### src/rtl/core/recl_pkg.sv
// Shared types, codes and constants for the reference-counted entry cache.
package recl_pkg;

  localparam int ENTRIES_DEF = 64;
  localparam int FUNC_W      = 3;
  localparam int DEV_W       = 16;
  localparam int NUM_W       = 32;
  localparam int SLOT_IN_W   = 6;
  localparam int CNT_W       = 16;
  localparam int REFS_W      = 16;
  localparam int STAT_W      = 3;
  localparam int SLOT_MAX_W  = 10;

  localparam logic [REFS_W-1:0] REFS_MAX = '1;

  localparam logic [FUNC_W-1:0] FN_GET  = 3'd0;
  localparam logic [FUNC_W-1:0] FN_PUT  = 3'd1;
  localparam logic [FUNC_W-1:0] FN_FIND = 3'd2;
  localparam logic [FUNC_W-1:0] FN_DUP  = 3'd3;
  localparam logic [FUNC_W-1:0] FN_BULK = 3'd4;

  typedef enum logic [STAT_W-1:0] {
    ST_OK        = 3'd0,
    ST_FULL      = 3'd1,
    ST_NOT_FOUND = 3'd2,
    ST_BAD_COUNT = 3'd3,
    ST_UNDERFLOW = 3'd4,
    ST_OVERFLOW  = 3'd5
  } status_t;

  typedef enum logic [2:0] {
    S_IDLE,
    S_MATCH,
    S_PICK,
    S_EXEC,
    S_OUT
  } state_t;

  typedef enum logic [1:0] {
    LOP_NONE,
    LOP_REMOVE,
    LOP_HEAD,
    LOP_TAIL
  } list_op_t;

  // Command broadcast to every cell of the unused-slot list
  typedef struct packed {
    list_op_t                op;
    logic [SLOT_MAX_W-1:0]   value;
  } list_cmd_t;

  // Write broadcast to every entry cell
  typedef struct packed {
    logic                    we;
    logic [SLOT_MAX_W-1:0]   idx;
    logic                    load;
    logic                    clear;
    logic [REFS_W-1:0]       refs;
    logic [DEV_W-1:0]        dev;
    logic [NUM_W-1:0]        num;
  } entry_wr_t;

endpackage

### src/rtl/core/recl_entry_cell.sv
// One table slot: key, valid flag and reference count, with its own match logic.
module recl_entry_cell #(
  parameter int IDX = 0
) (
  input  logic                        clk,
  input  logic                        rst_n,
  input  recl_pkg::entry_wr_t         wr,
  input  logic [recl_pkg::DEV_W-1:0]  key_dev,
  input  logic [recl_pkg::NUM_W-1:0]  key_num,
  output logic                        match_get,
  output logic                        match_num,
  output logic [recl_pkg::REFS_W-1:0] refs,
  output logic [recl_pkg::NUM_W-1:0]  number
);
  import recl_pkg::*;

  logic              valid_r, valid_nxt;
  logic [REFS_W-1:0] refs_r, refs_nxt;
  logic [DEV_W-1:0]  dev_r, dev_nxt;
  logic [NUM_W-1:0]  num_r, num_nxt;
  logic              sel;

  // Compare against the pending request key
  assign match_get = valid_r && (num_r == key_num) && (dev_r == key_dev);
  assign match_num = valid_r && (refs_r != '0) && (num_r == key_num);
  assign refs      = refs_r;
  assign number    = num_r;

  // Apply the broadcast write when it targets this slot
  assign sel = wr.we && (wr.idx == SLOT_MAX_W'(IDX));

  always_comb begin
    valid_nxt = valid_r;
    refs_nxt  = refs_r;
    dev_nxt   = dev_r;
    num_nxt   = num_r;
    if (sel) begin
      refs_nxt = wr.refs;
      if (wr.load) begin
        valid_nxt = 1'b1;
        dev_nxt   = wr.dev;
        num_nxt   = wr.num;
      end else if (wr.clear) begin
        valid_nxt = 1'b0;
        num_nxt   = '0;
      end
    end
  end

  always_ff @(posedge clk) begin
    if (!rst_n) begin
      valid_r <= 1'b0;
      refs_r  <= '0;
      dev_r   <= '0;
      num_r   <= '0;
    end else begin
      valid_r <= valid_nxt;
      refs_r  <= refs_nxt;
      dev_r   <= dev_nxt;
      num_r   <= num_nxt;
    end
  end

endmodule

### config.mk
export PLATFORM = sky130hd
export DESIGN_NAME = recl_entry_cell
export DESIGN_NICKNAME = d
export VERILOG_FILES = /design/src/rtl/core/recl_pkg.sv /design/src/rtl/core/recl_entry_cell.sv
export SDC_FILE = /design/constraint.sdc
export NUM_CORES = 1
export LEC_CHECK = 0
export ABC_AREA = 1
export BUFFER_PORTS_ARGS = -buffer_cell sky130_fd_sc_hd__buf_2
export CAP_MARGIN = 20
export CORE_MARGIN = 10
export CORE_UTILIZATION = 49
export CTS_CLUSTER_DIAMETER = 150
export CTS_CLUSTER_SIZE = 25
export DETAILED_ROUTE_END_ITERATION = 8
export PLACE_DENSITY = 0.84
export SYNTH_ARGS = -nofsm -noshare
export SYNTH_HDL_FRONTEND = slang
export SYNTH_SLANG_ARGS = --single-unit
### constraint.sdc
create_clock -name clk -period 2.8 [get_ports clk]
set_clock_uncertainty 0.15 [all_clocks]
set_input_delay 0.28 -clock clk [delete_from_list [all_inputs] [get_ports clk]]
set_output_delay 0.28 -clock clk [all_outputs]
set_load 0.01 [all_outputs]
After elaboration in Yosys (flattened, before gate mapping). Cells that the tools add are included.

Register bits after elaboration: 65. Input bits: 127. Logic and storage cells: 20.

Equal/unequal tests: 2. Multiplexer cells: 4. Reductions and logical operators: 10.

Operators by type and width (count): $mux 32 (2); $eq 32x32->1 (1); $eq 16x16->1 (1); $reduce_bool 16->1 (1); $logic_not 10->1 (1); $logic_and 1x1->1 (5); $reduce_and 2->1 (2); $mux 1 (2); $reduce_bool 2->1 (1).

Depth between registers and ports, before layout.
Depth in word-level cells: 3. Mapped depth: 9. Mapped depth without buffers: 8.

Worst setup path before layout. OpenSTA, ideal clock, no wires.

Path kind: flip-flop to output port. Start point: register num_r[4] (netlist: number[4]). End point: output port match_get. Data arrival time: 1.109 ns. Data required time: 2.370 ns. Slack: 1.261 ns. Stages on the path, launching flop included: 9. Buffers on the path: 0. Cells stage by stage: dfxtp_1 inv_1 nand2_1 o21ai_0 nor2_1 nand2_1 nor2_1 nand3_1 nor3_1.

Longest elaborated chain between the ends: 3.

Ends and longest elaborated chain: start: declaration (RTL line recl_entry_cell.sv:20) `logic [NUM_W-1:0] num_r, num_nxt;`; start signal: assignment (RTL line recl_entry_cell.sv:60) `num_r <= num_nxt;`; $eq 32x32->1 (RTL line recl_entry_cell.sv:24) `assign match_get = valid_r && (num_r == key_num) && (dev_r == key_dev);`; $logic_and 1x1->1 (2 in a row) (RTL line recl_entry_cell.sv:24); end: declaration (RTL line recl_entry_cell.sv:10) `output logic match_get,`.

Every way passes these cells.

Worst setup path in the final report.
Start point: register num_r[6] (netlist: number[6]). End point: output port match_num.

Longest elaborated chain between the ends: 2.

Ends and longest elaborated chain: $eq 32x32->1 (RTL line recl_entry_cell.sv:25) `assign match_num = valid_r && (refs_r != '0) && (num_r == key_num);`; $logic_and 1x1->1 (RTL line recl_entry_cell.sv:25); end: declaration (RTL line recl_entry_cell.sv:11) `output logic match_num,`.

Every way passes these cells.

==> flow_metrics.py <==
metrics = {
    "pwr": {
        "leakage_nw": 2.31,
        "cellPowerDensity_nw_per_um2": 400,
        "fin_total_pwr_w": 0.00178,
        "vdd_ir_max_uv": 263,
    },
    "critical_path": {
        "regToRegStartpoint": "number[30]$_SDFFE_PN0P_",
        "worst_path_max_delay_cell": "sky130_fd_sc_hd__dfxtp_1",
        "cp_cell_sequence": "xnor2_1, nand2_1, nor2_1, nand3_1, nor3_1, buf_2",
        "worstSetupPathType": "reg -> out",
        "timing.critical_path.required_ns": 2.37,
        "worst-path-buf-inv": 1,
        "path_max_fanout": 3,
        "worstPathArrival_ns": 1.73,
        "setup.worst_path.start_class": "flop",
        "critical-path-max-stage-delay_ns": 0.39,
        "type_of_element_capturing_the_critical_path": "output pin",
        "worst_path_dominant_cell_family": "simple AND/OR/NAND/NOR gates",
        "crit_start": "number[6]$_SDFFE_PN0P_",
    },
    "yosys": {
        "avgSynthCellArea_um2": 6.30,
        "netlist-cell-type-count": 23,
        "synth_largest_area_cell": "sky130_fd_sc_hd__dfxtp_1",
        "yosys_register_bits": 65,
        "post_synth_instance_area_um2": 3360,
        "seq_area_frac_synth": 0.387,
        "share_of_the_synthesized_area_in_the_top_cell_type": 0.387,
        "postSynthNetCount": 661,
        "post_synth_main_area_contributors": "sky130_fd_sc_hd__dfxtp_1 39%, sky130_fd_sc_hd__nand2_1 21%, sky130_fd_sc_hd__inv_1 9.7%, sky130_fd_sc_hd__nor2_1 6.9%, sky130_fd_sc_hd__a21oi_1 6.4%",
        "yosys_warnings": 0,
        "netlist_instances": 534,
    },
    "drt": {
        "drtIter0Drc": 101,
        "post_drt_via_cell_ratio": 4.71,
        "vias": 3728,
        "total_wirelength_mm": 10.5,
        "tritonroute_pass_1_iters": 4,
        "antenna_left": 0,
        "detail_route.drc_violations": 0,
        "route.detailed.wl_per_inst_um": 13.2,
    },
    "cts": {
        "tritoncts": "yes",
        "cts_hold_buffers_added": 0,
        "post_cts_resized": 0,
        "cts_root_buffer": "sky130_fd_sc_hd__clkbuf_8",
        "path_clk_slew_ns": 0.07,
        "clkLatencyLatePin_ns": 0.32,
        "clock_path_buffers": 2,
        "cts.sinks": 65,
        "clock_buffers_created_by_tritoncts": 9,
        "cts_post_setup_buffers_inserted": 0,
        "h-tree-depth": 3,
    },
    "timing": {
        "fin_setup_tns_ns": 0,
        "report.final.setup_viol": 0,
        "fin_hold_viols": 0,
        "worst_slew_margin_rel": 0.728,
        "timing.final.crit_period_ns": 2.16,
        "maxClockFrequency_mhz": 462,
        "final.period_utilization": 0.773,
        "rsz0062_at_grt": "no",
        "timing_worst_slew_pin_value_ns": 0.408,
        "drv_slew": 0,
    },
    "global_route": {
        "grt_max_degree": 34,
        "global_route_wire_length_before_repair_mm": 16.2,
        "grt_use_total": 0.192,
        "grt_antenna_before_repair": 0,
        "grt.overflow.total": 0,
        "grt_pass1_vias": 3595,
    },
    "floorplanning": {
        "floorplan.io_pins": 177,
        "y_dimension_of_the_die_um": 103,
        "die-area_um2": 10600,
        "die_width_um": 103,
        "core_region_area_um2": 6720,
        "floorplan.initialDensity": 0.501,
        "placement_rows": 30,
    },
    "placement": {
        "dp.final_hpwl_mm": 8.27,
        "placedInstanceArea_um2": 4290,
        "last_weighted_congestion_value_of_the_routability_driven_placer": 0.823,
        "port_buffers": 176,
    },
    "cells_and_area": {
        "final_design_area_no_fill_um2": 4450,
        "antennaDiodeCount": 0,
        "finish.net_count": 835,
        "fraction_of_final_layout_cells_sized_beyond_drive_strength_1": 0.310,
        "area_growth_from_synthesis_to_layout_pct": 32.2,
    },
    "outcome": {
        "run_status": "finished clean",
    },
    "worst_hold_path": {
        "hold_start": "wr[7]",
        "hp-class": "in -> reg",
    },
    "run": {
        "maximum_capacitance_violations": 0,
    },
}
[cell usage after synthesis, drive strengths merged]
library cell / number
nor4: 2
buf: 7
inv: 88
nor3: 3
nor2: 64
clkbuf: 11
xnor2: 8
o21ai: 20
nor3b: 1
xor2: 7
nand3: 3
o211ai: 2
nand2: 198
dfxtp: 65
a21oi: 53
or2: 1
nand4: 1
[cells in the final DEF (no fill, tap or decap), drive strengths merged, types with 3 or more instances in the layout]
master and instances:
clkbuf 11, inv 88, nand3 3, a21oi 53, xnor2 8, nor3 3, xor2 7, dfxtp 65
nor2 64, buf 181, clkinv 4, nand2 198, o21ai 20
[cell families (layout without fill, tap and decap cells)]
kind of cell,count (synthesis),in the layout,share of synthesized area
xor+xnor,15,15,0.0390
compound gates,75,75,0.124
buf+inv,106,284,0.126
simple gates,273,273,0.324
flops,65,65,0.387
[worst register-to-register path: stages (launching register included)]
cell and delay [ns]:
sky130_fd_sc_hd__dfxtp_1 0.38, sky130_fd_sc_hd__nand2_1 0.09, sky130_fd_sc_hd__a21oi_2 0.14
[sequential cells by signal (all words and copies together) (netlist names)]
name and cells:
dev_r 16, number 32, valid_r 1, refs 16
[metal layers]
metal / vias up / GRT usage / part of all wire
met5: - / 0 / 0
met4: 0 / 0.0599 / 0.0097
met3: 8 / 0.0523 / 0.078
met2: 121 / 0.344 / 0.52
met1: 1657 / 0.216 / 0.40
li1: 1942 / - / -
[per-stage QoR]
stage / std cells / setup slack, ns / hold slack (ns) / util
final: 792 / 0.635 / 0.0494 / 0.662
after global routing: 792 / 0.456 / 0.0404 / 0.662
after CTS: 792 / 0.637 / 0.0377 / 0.662
after detailed placement: 777 / 0.716 / 0.294 / 0.638
after global placement: 777 / 0.794 / 0.290 / 0.638
after floorplan: 534 / 1.26 / 0.268 / -
[final timing paths]
| check | endpoint | slack, ns | depth (start not counted) |
|---|---|---|---|
| worst max register to register | number[30]$_SDFFE_PN0P_ | 1.98 | 2 |
| worst min-delay path | number[7]$_SDFFE_PN0P_ | 0.05 | 3 |
| worst min register to register | dev_r[2]$_SDFFE_PN0P_ | 0.30 | 2 |
| worst max-delay path | match_num | 0.64 | 6 |
[area by class of cell]
type	count	area (um2)
tap	80	100
sequential	65	1300
clock inverter	4	20.0
multi-input combinational	363	1640
timing repair buffer	181	918
clock buffer	11	141
fill	640	2270
inverter	88	330
[report_power, final]
group	internal [W]	switching (W)	leakage, nW	total, W
logic	0.0000943	0.0000873	1.70	0.000182
registers	0.000924	0.000000239	0.523	0.000925
clock network	0.000335	0.000339	0.0887	0.000674
Power figures use the tool's default switching activity.
