===== src/rtl/core/recl_pkg.sv =====
// Shared types, codes and constants for the reference-counted entry cache.
package recl_pkg;

  localparam int ENTRIES_DEF = 64;
  localparam int FUNC_W      = 3;
  localparam int DEV_W       = 16;
  localparam int NUM_W       = 32;
  localparam int SLOT_IN_W   = 6;
  localparam int CNT_W       = 16;
  localparam int REFS_W      = 16;
  localparam int STAT_W      = 3;
  localparam int SLOT_MAX_W  = 10;

  localparam logic [REFS_W-1:0] REFS_MAX = '1;

  localparam logic [FUNC_W-1:0] FN_GET  = 3'd0;
  localparam logic [FUNC_W-1:0] FN_PUT  = 3'd1;
  localparam logic [FUNC_W-1:0] FN_FIND = 3'd2;
  localparam logic [FUNC_W-1:0] FN_DUP  = 3'd3;
  localparam logic [FUNC_W-1:0] FN_BULK = 3'd4;

  typedef enum logic [STAT_W-1:0] {
    ST_OK        = 3'd0,
    ST_FULL      = 3'd1,
    ST_NOT_FOUND = 3'd2,
    ST_BAD_COUNT = 3'd3,
    ST_UNDERFLOW = 3'd4,
    ST_OVERFLOW  = 3'd5
  } status_t;

  typedef enum logic [2:0] {
    S_IDLE,
    S_MATCH,
    S_PICK,
    S_EXEC,
    S_OUT
  } state_t;

  typedef enum logic [1:0] {
    LOP_NONE,
    LOP_REMOVE,
    LOP_HEAD,
    LOP_TAIL
  } list_op_t;

  // Command broadcast to every cell of the unused-slot list
  typedef struct packed {
    list_op_t                op;
    logic [SLOT_MAX_W-1:0]   value;
  } list_cmd_t;

  // Write broadcast to every entry cell
  typedef struct packed {
    logic                    we;
    logic [SLOT_MAX_W-1:0]   idx;
    logic                    load;
    logic                    clear;
    logic [REFS_W-1:0]       refs;
    logic [DEV_W-1:0]        dev;
    logic [NUM_W-1:0]        num;
  } entry_wr_t;

endpackage


===== src/rtl/core/recl_list_cell.sv =====
// One position of the ordered unused-slot list; shifts with its neighbors.
module recl_list_cell #(
  parameter int ENTRIES = recl_pkg::ENTRIES_DEF,
  parameter int IDX     = 0
) (
  input  logic                                 clk,
  input  logic                                 rst_n,
  input  recl_pkg::list_cmd_t                  cmd,
  input  logic [$clog2(ENTRIES+1)-1:0]         len,
  input  logic [$clog2(ENTRIES)-1:0]           left_val,
  input  logic [$clog2(ENTRIES)-1:0]           right_val,
  input  logic                                 seen_in,
  output logic [$clog2(ENTRIES)-1:0]           val,
  output logic                                 seen_out
);
  import recl_pkg::*;

  localparam int SW = $clog2(ENTRIES);
  localparam int LW = $clog2(ENTRIES + 1);

  logic [SW-1:0] val_r, val_nxt;
  logic          in_list;
  logic          hit;

  assign in_list  = LW'(IDX) < len;
  assign hit      = (cmd.op == LOP_REMOVE) && in_list && (val_r == SW'(cmd.value));
  assign seen_out = seen_in || hit;
  assign val      = val_r;

  // Close the gap on removal, shift right on head insert, append at the tail
  always_comb begin
    val_nxt = val_r;
    unique case (cmd.op)
      LOP_REMOVE: if (seen_out) val_nxt = right_val;
      LOP_HEAD:   val_nxt = left_val;
      LOP_TAIL:   if (LW'(IDX) == len) val_nxt = SW'(cmd.value);
      LOP_NONE:   val_nxt = val_r;
      default:    val_nxt = val_r;
    endcase
  end

  always_ff @(posedge clk) begin
    if (!rst_n) begin
      val_r <= SW'(ENTRIES - 1 - IDX);
    end else begin
      val_r <= val_nxt;
    end
  end

endmodule


===== config.mk =====
export PLATFORM = sky130hd
export DESIGN_NAME = recl_list_cell
export DESIGN_NICKNAME = d
export VERILOG_FILES = /design/src/rtl/core/recl_pkg.sv /design/src/rtl/core/recl_list_cell.sv
export SDC_FILE = /design/constraint.sdc
export NUM_CORES = 1
export LEC_CHECK = 0
export BUFFER_PORTS_ARGS = -buffer_cell sky130_fd_sc_hd__buf_4
export CORE_MARGIN = 1.5
export CORE_UTILIZATION = 37
export DETAILED_ROUTE_END_ITERATION = 8
export HOLD_SLACK_MARGIN = 0.08
export PLACE_DENSITY = 0.8
export SETUP_SLACK_MARGIN = 0.5
export SYNTH_ARGS = -nofsm -noshare
export SYNTH_HDL_FRONTEND = slang
export SYNTH_SLANG_ARGS = --single-unit

===== constraint.sdc =====
create_clock -name clk -period 1.56 [get_ports clk]
set_input_delay 0.156 -clock clk [delete_from_list [all_inputs] [get_ports clk]]
set_output_delay 0.156 -clock clk [all_outputs]
set_load 0.02 [all_outputs]

=== After elaboration in Yosys (flattened, before gate mapping) ===
Cells that the tools add are included.

* $lt $le $gt $ge: 1
* Equality and inequality tests: 6
* Multiplexer cells: 3
* Bitwise operators: 1
* Reduce and logical (&&, ||, !) cells: 6

{| class="wikitable"
|+ Operator list
! operator !! count
|-
| $pmux W6 S3 || 1
|-
| $mux W6 || 2
|-
| $logic_not A7 Y1 || 1
|-
| $lt A1 B7 Y1 const A || 1
|-
| $eq A6 B6 Y1 || 1
|-
| $eq A2 B2 Y1 const B || 2
|-
| $ne A2 B2 Y1 const B || 2
|-
| $reduce_and A3 Y1 || 1
|-
| $eq A2 B1 Y1 const B || 1
|-
| $logic_and A1 B1 Y1 || 2
|-
| $logic_not A2 Y1 || 1
|-
| $logic_or A1 B1 Y1 || 1
|-
| $not A1 Y1 || 1
|}

* Bits in registers: 6
* Input port bits: 34

=== Logic depth before layout (Yosys ltp) ===
Gate-level depths: netlist of run 1.

* Word-level depth: 6
* Gate-level depth with buffers: 6

=== Worst setup path after synthesis of run 1 ===
No wires, ideal clock.

* Kind: reg-to-reg
* Start: reg val_r[3], in the netlist val[3]
* End: reg val_r[0], in the netlist val[0]
* Library setup time: 0.073 ns
* Arrival: 1.421 ns
* Required time: 1.487 ns
* Path slack: 0.066 ns
* Cell stages (with the launch flop): 7
* Buffers on the path: 1
* Cells stage by stage: dfxtp_1 xor2_1 nor4_2 nand3_2 and2_4 buf_6 o211ai_2

* Cells in the longest elaborated chain, start to end: 5

{| class="wikitable"
|+ RTL lines
! element !! line !! RTL
|-
| from (decl) || recl_list_cell.sv:21 || <nowiki>logic [SW-1:0] val_r, val_nxt;</nowiki>
|-
| from (signal assigned) || recl_list_cell.sv:44 || <nowiki>val_r <= SW'(ENTRIES - 1 - IDX);</nowiki>
|-
| from (signal assigned) || recl_list_cell.sv:46 || <nowiki>val_r <= val_nxt;</nowiki>
|-
| $eq A6 B6 Y1 || recl_list_cell.sv:26 || <nowiki>assign hit = (cmd.op == LOP_REMOVE) && in_list && (val_r == SW'(cmd.value));</nowiki>
|-
| $logic_and A1 B1 Y1 || recl_list_cell.sv:26 ||
|-
| $logic_or A1 B1 Y1 || recl_list_cell.sv:27 || <nowiki>assign seen_out = seen_in || hit;</nowiki>
|-
| $ne A2 B2 Y1 (no line) || -- ||
|-
| $reduce_and A3 Y1 (no line) || -- ||
|}

Every way passes these cells.
A chain may end at the register's enable or synchronous reset.

=== Worst setup path after layout of run 1 ===
* Start: reg val_r[4], in the netlist val[4]
* End: out seen_out

* Cells in the longest elaborated chain, start to end: 3

{| class="wikitable"
|+ RTL lines
! element !! line !! RTL
|-
| $eq A6 B6 Y1 || recl_list_cell.sv:26 ||
|-
| $logic_and A1 B1 Y1 || recl_list_cell.sv:26 ||
|-
| $logic_or A1 B1 Y1 || recl_list_cell.sv:27 ||
|-
| to (decl) || recl_list_cell.sv:14 || <nowiki>output logic seen_out</nowiki>
|}

Every way passes these cells.

==> results of run 1 <==
metrics by stage:
stage | hold slack [ns] | utilization (%)
5_1_grt | 0.149 | 69.7
3_5_place_dp | 0.396 | 65.1
4_1_cts | 0.141 | 68.7
3_3_place_gp | 0.393 | 65.1
2_1_floorplan | 0.221 | -
6_report | 0.148 | 69.7
routing by layer:
| metal | share of wire, % | routed length [um] | vias to the layer above | track usage, % |
|---|---|---|---|---|
| met5 | 0 | 0 | - | 0 |
| met1 | 40 | 545 | 242 | 24.4 |
| met3 | 7.1 | 97 | 2 | 2.27 |
| li1 | - | - | 283 | - |
| met4 | 0.81 | 11 | 0 | 15.5 |
| met2 | 52 | 711 | 18 | 34.8 |
synth_stat cells:
library cell  count  area [sq um]
mux2i_1           6          60.1
buf_6             1          11.3
nand3_2           1          10.0
nand3_1           6          30.0
or2b_1            1          7.51
o211ai_2          6          75.1
a21boi_1          1          7.51
dfxtp_1           6           120
nor4_2            2          25.0
a21oi_1           1          5.00
xor2_1            6          52.6
nand2_1           6          22.5
and2_4            1          8.76
o21ai_0           6          30.0
nor3_1            2          10.0
clkbuf_1          1          3.75
a21o_1            1          7.51
buf_4             1          7.51
worst min path at each step:
stage,startpoint,endpoint,slack [ns],cells past startpoint
after CTS,rst_n,val[5],0.14,2
after floorplan,rst_n,val[0],0.22,1
final,rst_n,val[5],0.15,2
after global placement,rst_n,val[5],0.39,2
after detailed placement,rst_n,val[1],0.40,2
after global routing,rst_n,val[5],0.15,2
area by class of cell:
type | instances | area, sq um
fillers | 96 | 355
multi-input cells | 46 | 352
repair buffers | 39 | 300
flip-flops and latches | 6 | 124
clock buffers | 3 | 22.5
well taps | 14 | 17.5
cells by family after synthesis:
logic type / synth area share [%]
xor gates and xnor gates: 10.6
and+or+nand+nor: 23.0
DFF: 24.3
AOI/OAI and AO/OA: 25.3
muxes: 12.2
buffers and inverters: 4.56
worst reg2reg max path, delay by kind of cell (launching register included):
family / cells / cell delay (ns)
and+or+nand+nor: 3 / 0.56
AOI/OAI and AO/OA: 1 / 0.15
buffers and inverters: 2 / 0.27
xor gates and xnor gates: 1 / 0.15
DFF: 1 / 0.32
what timing repair did:
action,in CTS,in global routing
setup endpoints to repair,7,7
endpoints found under the hold margin,0,0
gates resized for setup,2,1
pin swaps,3,5
buffers inserted,2,1
power by group through the flow:
stage | Combinational [mW] | Clock [mW] | Sequential (mW)
after floorplan | 0.0942 | 0 | 0.202
after global placement | 0.202 | 0 | 0.186
after detailed placement | 0.207 | 0 | 0.187
after CTS | 0.214 | 0.152 | 0.183
after global routing | 0.232 | 0.159 | 0.185
final | 0.211 | 0.145 | 0.183
==> results.sh, run 1 <==
export IMPL_status="finished clean"
export IMPL_ios=41
export IMPL_end_kind="output port"
export IMPL_crit_path_top_delay_cell="dfxtp_2"
export IMPL_skew_ns=0.000595
export IMPL_synth_nets=89
export IMPL_fmax_ghz=0.649
export IMPL_r2r_cells=7
export IMPL_grt_pass1_wl_um=2140
export IMPL_wl_per_cell_um=12.6
export IMPL_drt_first_pass_iters=3
export IMPL_crit_path_start_kind="register"
export IMPL_port_buffer_count=36
export IMPL_p_sw_share_pct=31.1
export IMPL_r2r_setup_slack_ns=0.05
export IMPL_maxSlewHeadroom_pct=83.0
export IMPL_critPathKind="reg -> out"
export IMPL_final_common_cell="buf_4"
export IMPL_hold_class="in -> reg"
export IMPL_grt_pass1_vias=504
export IMPL_drive_gt1_share_pct=58.5
export IMPL_drtIter0Drc=2
export IMPL_setup_violations=0
export IMPL_holdBufCountCts=0
export IMPL_cts_tree="done"
export IMPL_cts_root_buffer="clkbuf_4"
export IMPL_cap_violations=0
export IMPL_arrival_ns=1.38
export IMPL_yosysSeqAreaShare_pct=24.3
export IMPL_num_vias=545
export IMPL_largest_reg_flops=6
export IMPL_place_congestion=0.719
export IMPL_setup_ws_ns=0.0199
export IMPL_dpl_cell_count=102
export IMPL_p_sw_mw=0.168
export IMPL_std_cell_rows=12
export IMPL_critical_path_max_stage_delay_ns=0.32
export IMPL_pwr_share_clk_pct=26.8
export IMPL_dpl_cell_area_sq_um=762
export IMPL_power_frac_comb_pct=39.2
export IMPL_fin_setup_tns_ns=0
export IMPL_core_sq_um=1170
export IMPL_viasPerCell=5.05
export IMPL_period_needed_ns=1.54
export IMPL_die_h_um=39.5
export IMPL_crit_start="val[4]"
export IMPL_die_w_um=39.5
export IMPL_drc=0
export IMPL_p_int_mw=0.372
export IMPL_cp_depth=5
export IMPL_yosysWarningCount=0
export IMPL_track_usage_pct=21.0
export IMPL_cts_sinks=6
export IMPL_drv_slew=0
export IMPL_instances_no_fill=108
export IMPL_cp_num_buf_inv=1
export IMPL_total_power_mw=0.539
export IMPL_worst_slew_pin_slew_ns=0.253
export IMPL_timing_rr_start="val[4]"
export IMPL_clkSlewWorstSetupHoldPaths_ns=0.05
export IMPL_crit_end="seen_out"
export IMPL_area_growth_pct=65.1
export IMPL_worstPathMaxFanout=2
export IMPL_grt_max_degree=16
export IMPL_pre_cts_slack_ns=0.132
export IMPL_clk_path_buf_depth=2
export IMPL_antenna_left=0
export IMPL_netlist_area_sq_um=494
export IMPL_synth_cell_types=18
export IMPL_p_per_area_nw_per_um2=661
export IMPL_seqPwrFrac_pct=34.0
export IMPL_crit_chain="xor2_1, nor4_2, nand3_2, or2b_1, buf_6"
export IMPL_nets=130
export IMPL_dieArea_sq_um=1560
export IMPL_hold_viol=0
export IMPL_num_antenna_cells=0
export IMPL_design_area_sq_um=816
export IMPL_netlist_instances=55
export IMPL_htree_num_levels=1
export IMPL_insertion_delay_ns=0.24
export IMPL_r2r_end="val[5]"
export IMPL_leakagePower_nw=0.391
export IMPL_cp_required_ns=1.40
export IMPL_finalCritPeriodShare_pct=98.7
export IMPL_rsz0062_at_grt="yes"
export IMPL_wl_um=1370
export IMPL_crit_family="simple AND/OR/NAND/NOR gates"
export IMPL_synth_seq_cells=6
export IMPL_syn_area_per_cell_sq_um=8.99
export IMPL_start_util_pct=42.2
export IMPL_irDropWorstVdd_uv=460
export IMPL_cts_buffers=3
export IMPL_gr_total_overflow=0
export IMPL_antenna_found_initial=0
(Power assumes the default switching activity.)
==> inputs of run 2 (changes only) <==
--- a/config.mk
+++ b/config.mk
@@ -5,12 +5,13 @@
 export SDC_FILE = /design/constraint.sdc
 export NUM_CORES = 1
 export LEC_CHECK = 0
+export ABC_AREA = 1
 export BUFFER_PORTS_ARGS = -buffer_cell sky130_fd_sc_hd__buf_4
 export CORE_MARGIN = 1.5
-export CORE_UTILIZATION = 37
+export CORE_UTILIZATION = 40
 export DETAILED_ROUTE_END_ITERATION = 8
 export HOLD_SLACK_MARGIN = 0.08
-export PLACE_DENSITY = 0.8
+export PLACE_DENSITY = 0.81
 export SETUP_SLACK_MARGIN = 0.5
 export SYNTH_ARGS = -nofsm -noshare
 export SYNTH_HDL_FRONTEND = slang
==> run 2 against run 1 <==
  * Die area up 11%
  * Sequential cell count did not move
  * Critical path type unchanged
  * Largest power group unchanged
  * Sequential power about the same
==> results.sh, run 2 <==
export IMPL_status="finished clean"
export IMPL_r2r_end="val[1]"
export IMPL_place_congestion=0.854
export IMPL_dpl_hpwl_um=1500
export IMPL_yosysMostFrequentCell="nand2_1"
export IMPL_crit_path_top_delay_cell="dfxtp_4"
export IMPL_synth_seq_cells=6
export IMPL_grt_max_degree=8
export IMPL_irDropWorstVdd_uv=490
export IMPL_holdBufCountCts=0
export IMPL_htree_num_levels=1
export IMPL_arrival_ns=1.28
export IMPL_synthArstFlopShare_pct=0
export IMPL_final_core_util_pct=74.4
export IMPL_finalCritPeriodShare_pct=92.3
export IMPL_crit_top_cell="nand2_1"
export IMPL_p_per_area_nw_per_um2=611
export IMPL_crit_path_start_kind="register"
export IMPL_port_buffer_count=36
export IMPL_synth_edf_count=0
export IMPL_synthTopCellsByCount="nand2_1 (41), nand3_1 (22), inv_1 (18)"
export IMPL_area_growth_pct=68.7
export IMPL_drtIter0Drc=29
export IMPL_hold_class="in -> reg"
export IMPL_gr_total_overflow=0
export IMPL_design_area_sq_um=1000
export IMPL_yosysSeqAreaShare_pct=20.2
export IMPL_maxSlewHeadroom_pct=74.6
export IMPL_min_from="rst_n"
export IMPL_dpl_cell_area_sq_um=922
export IMPL_die_w_um=41.6
export IMPL_synth_top_area_share_pct=25.8
export IMPL_critPathKind="reg -> out"
export IMPL_min_to="val[5]"
export IMPL_crit_family="simple AND/OR/NAND/NOR gates"
export IMPL_cts_root_buffer="clkbuf_4"
export IMPL_cts_sinks=6
export IMPL_antenna_left=0
export IMPL_end_kind="output port"
export IMPL_netlist_instances=114
export IMPL_num_antenna_cells=0
export IMPL_final_cell_mix="buf_4 (41), nand2_1 (37), nand3_1 (21)"
export IMPL_r2r_cells=9
export IMPL_worstPathMaxFanout=4
export IMPL_critical_path_max_stage_delay_ns=0.35
export IMPL_timing_rr_start="val[5]"
export IMPL_cp_required_ns=1.40
export IMPL_synth_nets=148
export IMPL_die_h_um=41.6
export IMPL_largest_reg_flops=6
export IMPL_crit_chain="nand2_1, nand2_1, nor2_2, nand3_2, o21bai_4, buf_6"
export IMPL_wl_per_cell_um=10.9
export IMPL_cap_violations=0
export IMPL_fmax_ghz=0.695
export IMPL_dpl_cell_count=167
export IMPL_period_needed_ns=1.44
export IMPL_dieArea_sq_um=1730
export IMPL_synthTopCellsByArea="nand2_1 (26%), dfxtp_1 (20%), nand3_1 (18%)"
export IMPL_num_vias=847
export IMPL_drive_gt1_share_pct=41.3
export IMPL_synth_ff_type="dfxtp_1"
export IMPL_insertion_delay_ns=0.26
export IMPL_ios=41
export IMPL_start_util_pct=44.1
export IMPL_track_usage_pct=24.9
export IMPL_core_sq_um=1350
export IMPL_fin_setup_tns_ns=0
export IMPL_wl_um=1900
export IMPL_yosysWarningCount=0
export IMPL_instances_no_fill=175
export IMPL_rsz0062_at_grt="yes"
export IMPL_cp_num_buf_inv=1
export IMPL_skew_ns=0.00866
export IMPL_drt_first_pass_iters=4
export IMPL_synth_cell_types=14
export IMPL_clkSlewWorstSetupHoldPaths_ns=0.05
export IMPL_worst_slew_pin_slew_ns=0.379
export IMPL_setup_violations=0
export IMPL_leakagePower_nw=0.565
export IMPL_final_common_cell="buf_4"
export IMPL_r2r_setup_slack_ns=0.16
export IMPL_grt_pass1_vias=813
export IMPL_hold_viol=0
export IMPL_syn_area_per_cell_sq_um=5.22
export IMPL_nets=195
export IMPL_clk_path_buf_depth=2
export IMPL_std_cell_rows=13
export IMPL_yosysTopAreaCell="nand2_1"
export IMPL_cts_tree="done"
export IMPL_hold_slack_ns=0.133
export IMPL_drc=0
export IMPL_drv_slew=0
export IMPL_netlist_area_sq_um=596
export IMPL_grt_pass1_wl_um=3350
export IMPL_cts_buffers=3
export IMPL_min_path_cells=2
export IMPL_antenna_found_initial=0
export IMPL_viasPerCell=4.84
## run 2: cell types whose count changed in the layout (fill, tap and decap cells not counted), moves of 6 or more
cell      delta
xor2_1       -6
inv_1       +15
nand2_1     +31
nor2_1      +10
mux2i_1      -6
o211ai_2     -6
nand3_1     +15
## run 2: layout make-up
cell class	instances	area, sq um
clock buffers	4	26.3
fillers	125	345
inverters	19	71.3
multi-input cells	89	434
flip-flops and latches	6	135
well taps	15	18.8
repair buffers	42	319
## run 2: stage by stage
| stage | power, mW | setup WS, ns |
|---|---|---|
| after floorplan | 0.312 | 0.260 |
| after global placement | 0.421 | 0.253 |
| after detailed placement | 0.427 | 0.224 |
| after CTS | 0.613 | 0.147 |
| after global routing | 0.666 | 0.0569 |
| final | 0.614 | 0.121 |
## run 2: worst max path at each step
stage / start / end / slack [ns] / cells past startpoint
floorplan: val[4] / val[1] / 0.26 / 9
global placement: cmd[11] / val[4] / 0.25 / 9
detailed placement: cmd[11] / val[1] / 0.22 / 9
CTS: val[0] / seen_out / 0.15 / 7
global route: val[4] / seen_out / 0.06 / 7
finish: val[5] / seen_out / 0.12 / 6
## run 2: timing repair
item | in CTS | in global routing
setup buffers | 4 | 0
endpoints found under the setup margin | 7 | 7
gates resized for setup | 6 | 6
pin swaps | 4 | 6
## run 2: cell families after synthesis
kind of cell    after synthesis  synth area share [%]
flops                         6                  20.2
compound gates                9                  10.7
simple gates                 79                  55.7
buf+inv                      19                  12.0
xor+xnor                      1                  1.47
## run 2: worst reg2reg max path: stages, from the launching register on
cell      delay, ns
dfxtp_4        0.35
nand2_1        0.09
nand2_1        0.07
nor2_2         0.13
nand3_2        0.11
o21bai_4       0.16
buf_4          0.13
nand2_2        0.10
nand3_1        0.09
nand3_1        0.06
## run 2: layer usage
| layer | GRT usage, % | vias to the layer above | wire, um |
|---|---|---|---|
| li1 | - | 456 | - |
| met1 | 30.3 | 349 | 804 |
| met2 | 42.2 | 36 | 936 |
| met3 | 4.35 | 6 | 119 |
| met4 | 11.6 | 0 | 38 |
| met5 | 0 | - | 0 |
## run 2: where the power goes
| group | leakage, nW | internal, mW | switching, mW |
|---|---|---|---|
| sequential | 0.0491 | 0.169 | 0.0127 |
| clock | 0.0150 | 0.0975 | 0.0658 |
| combinational | 0.501 | 0.134 | 0.135 |
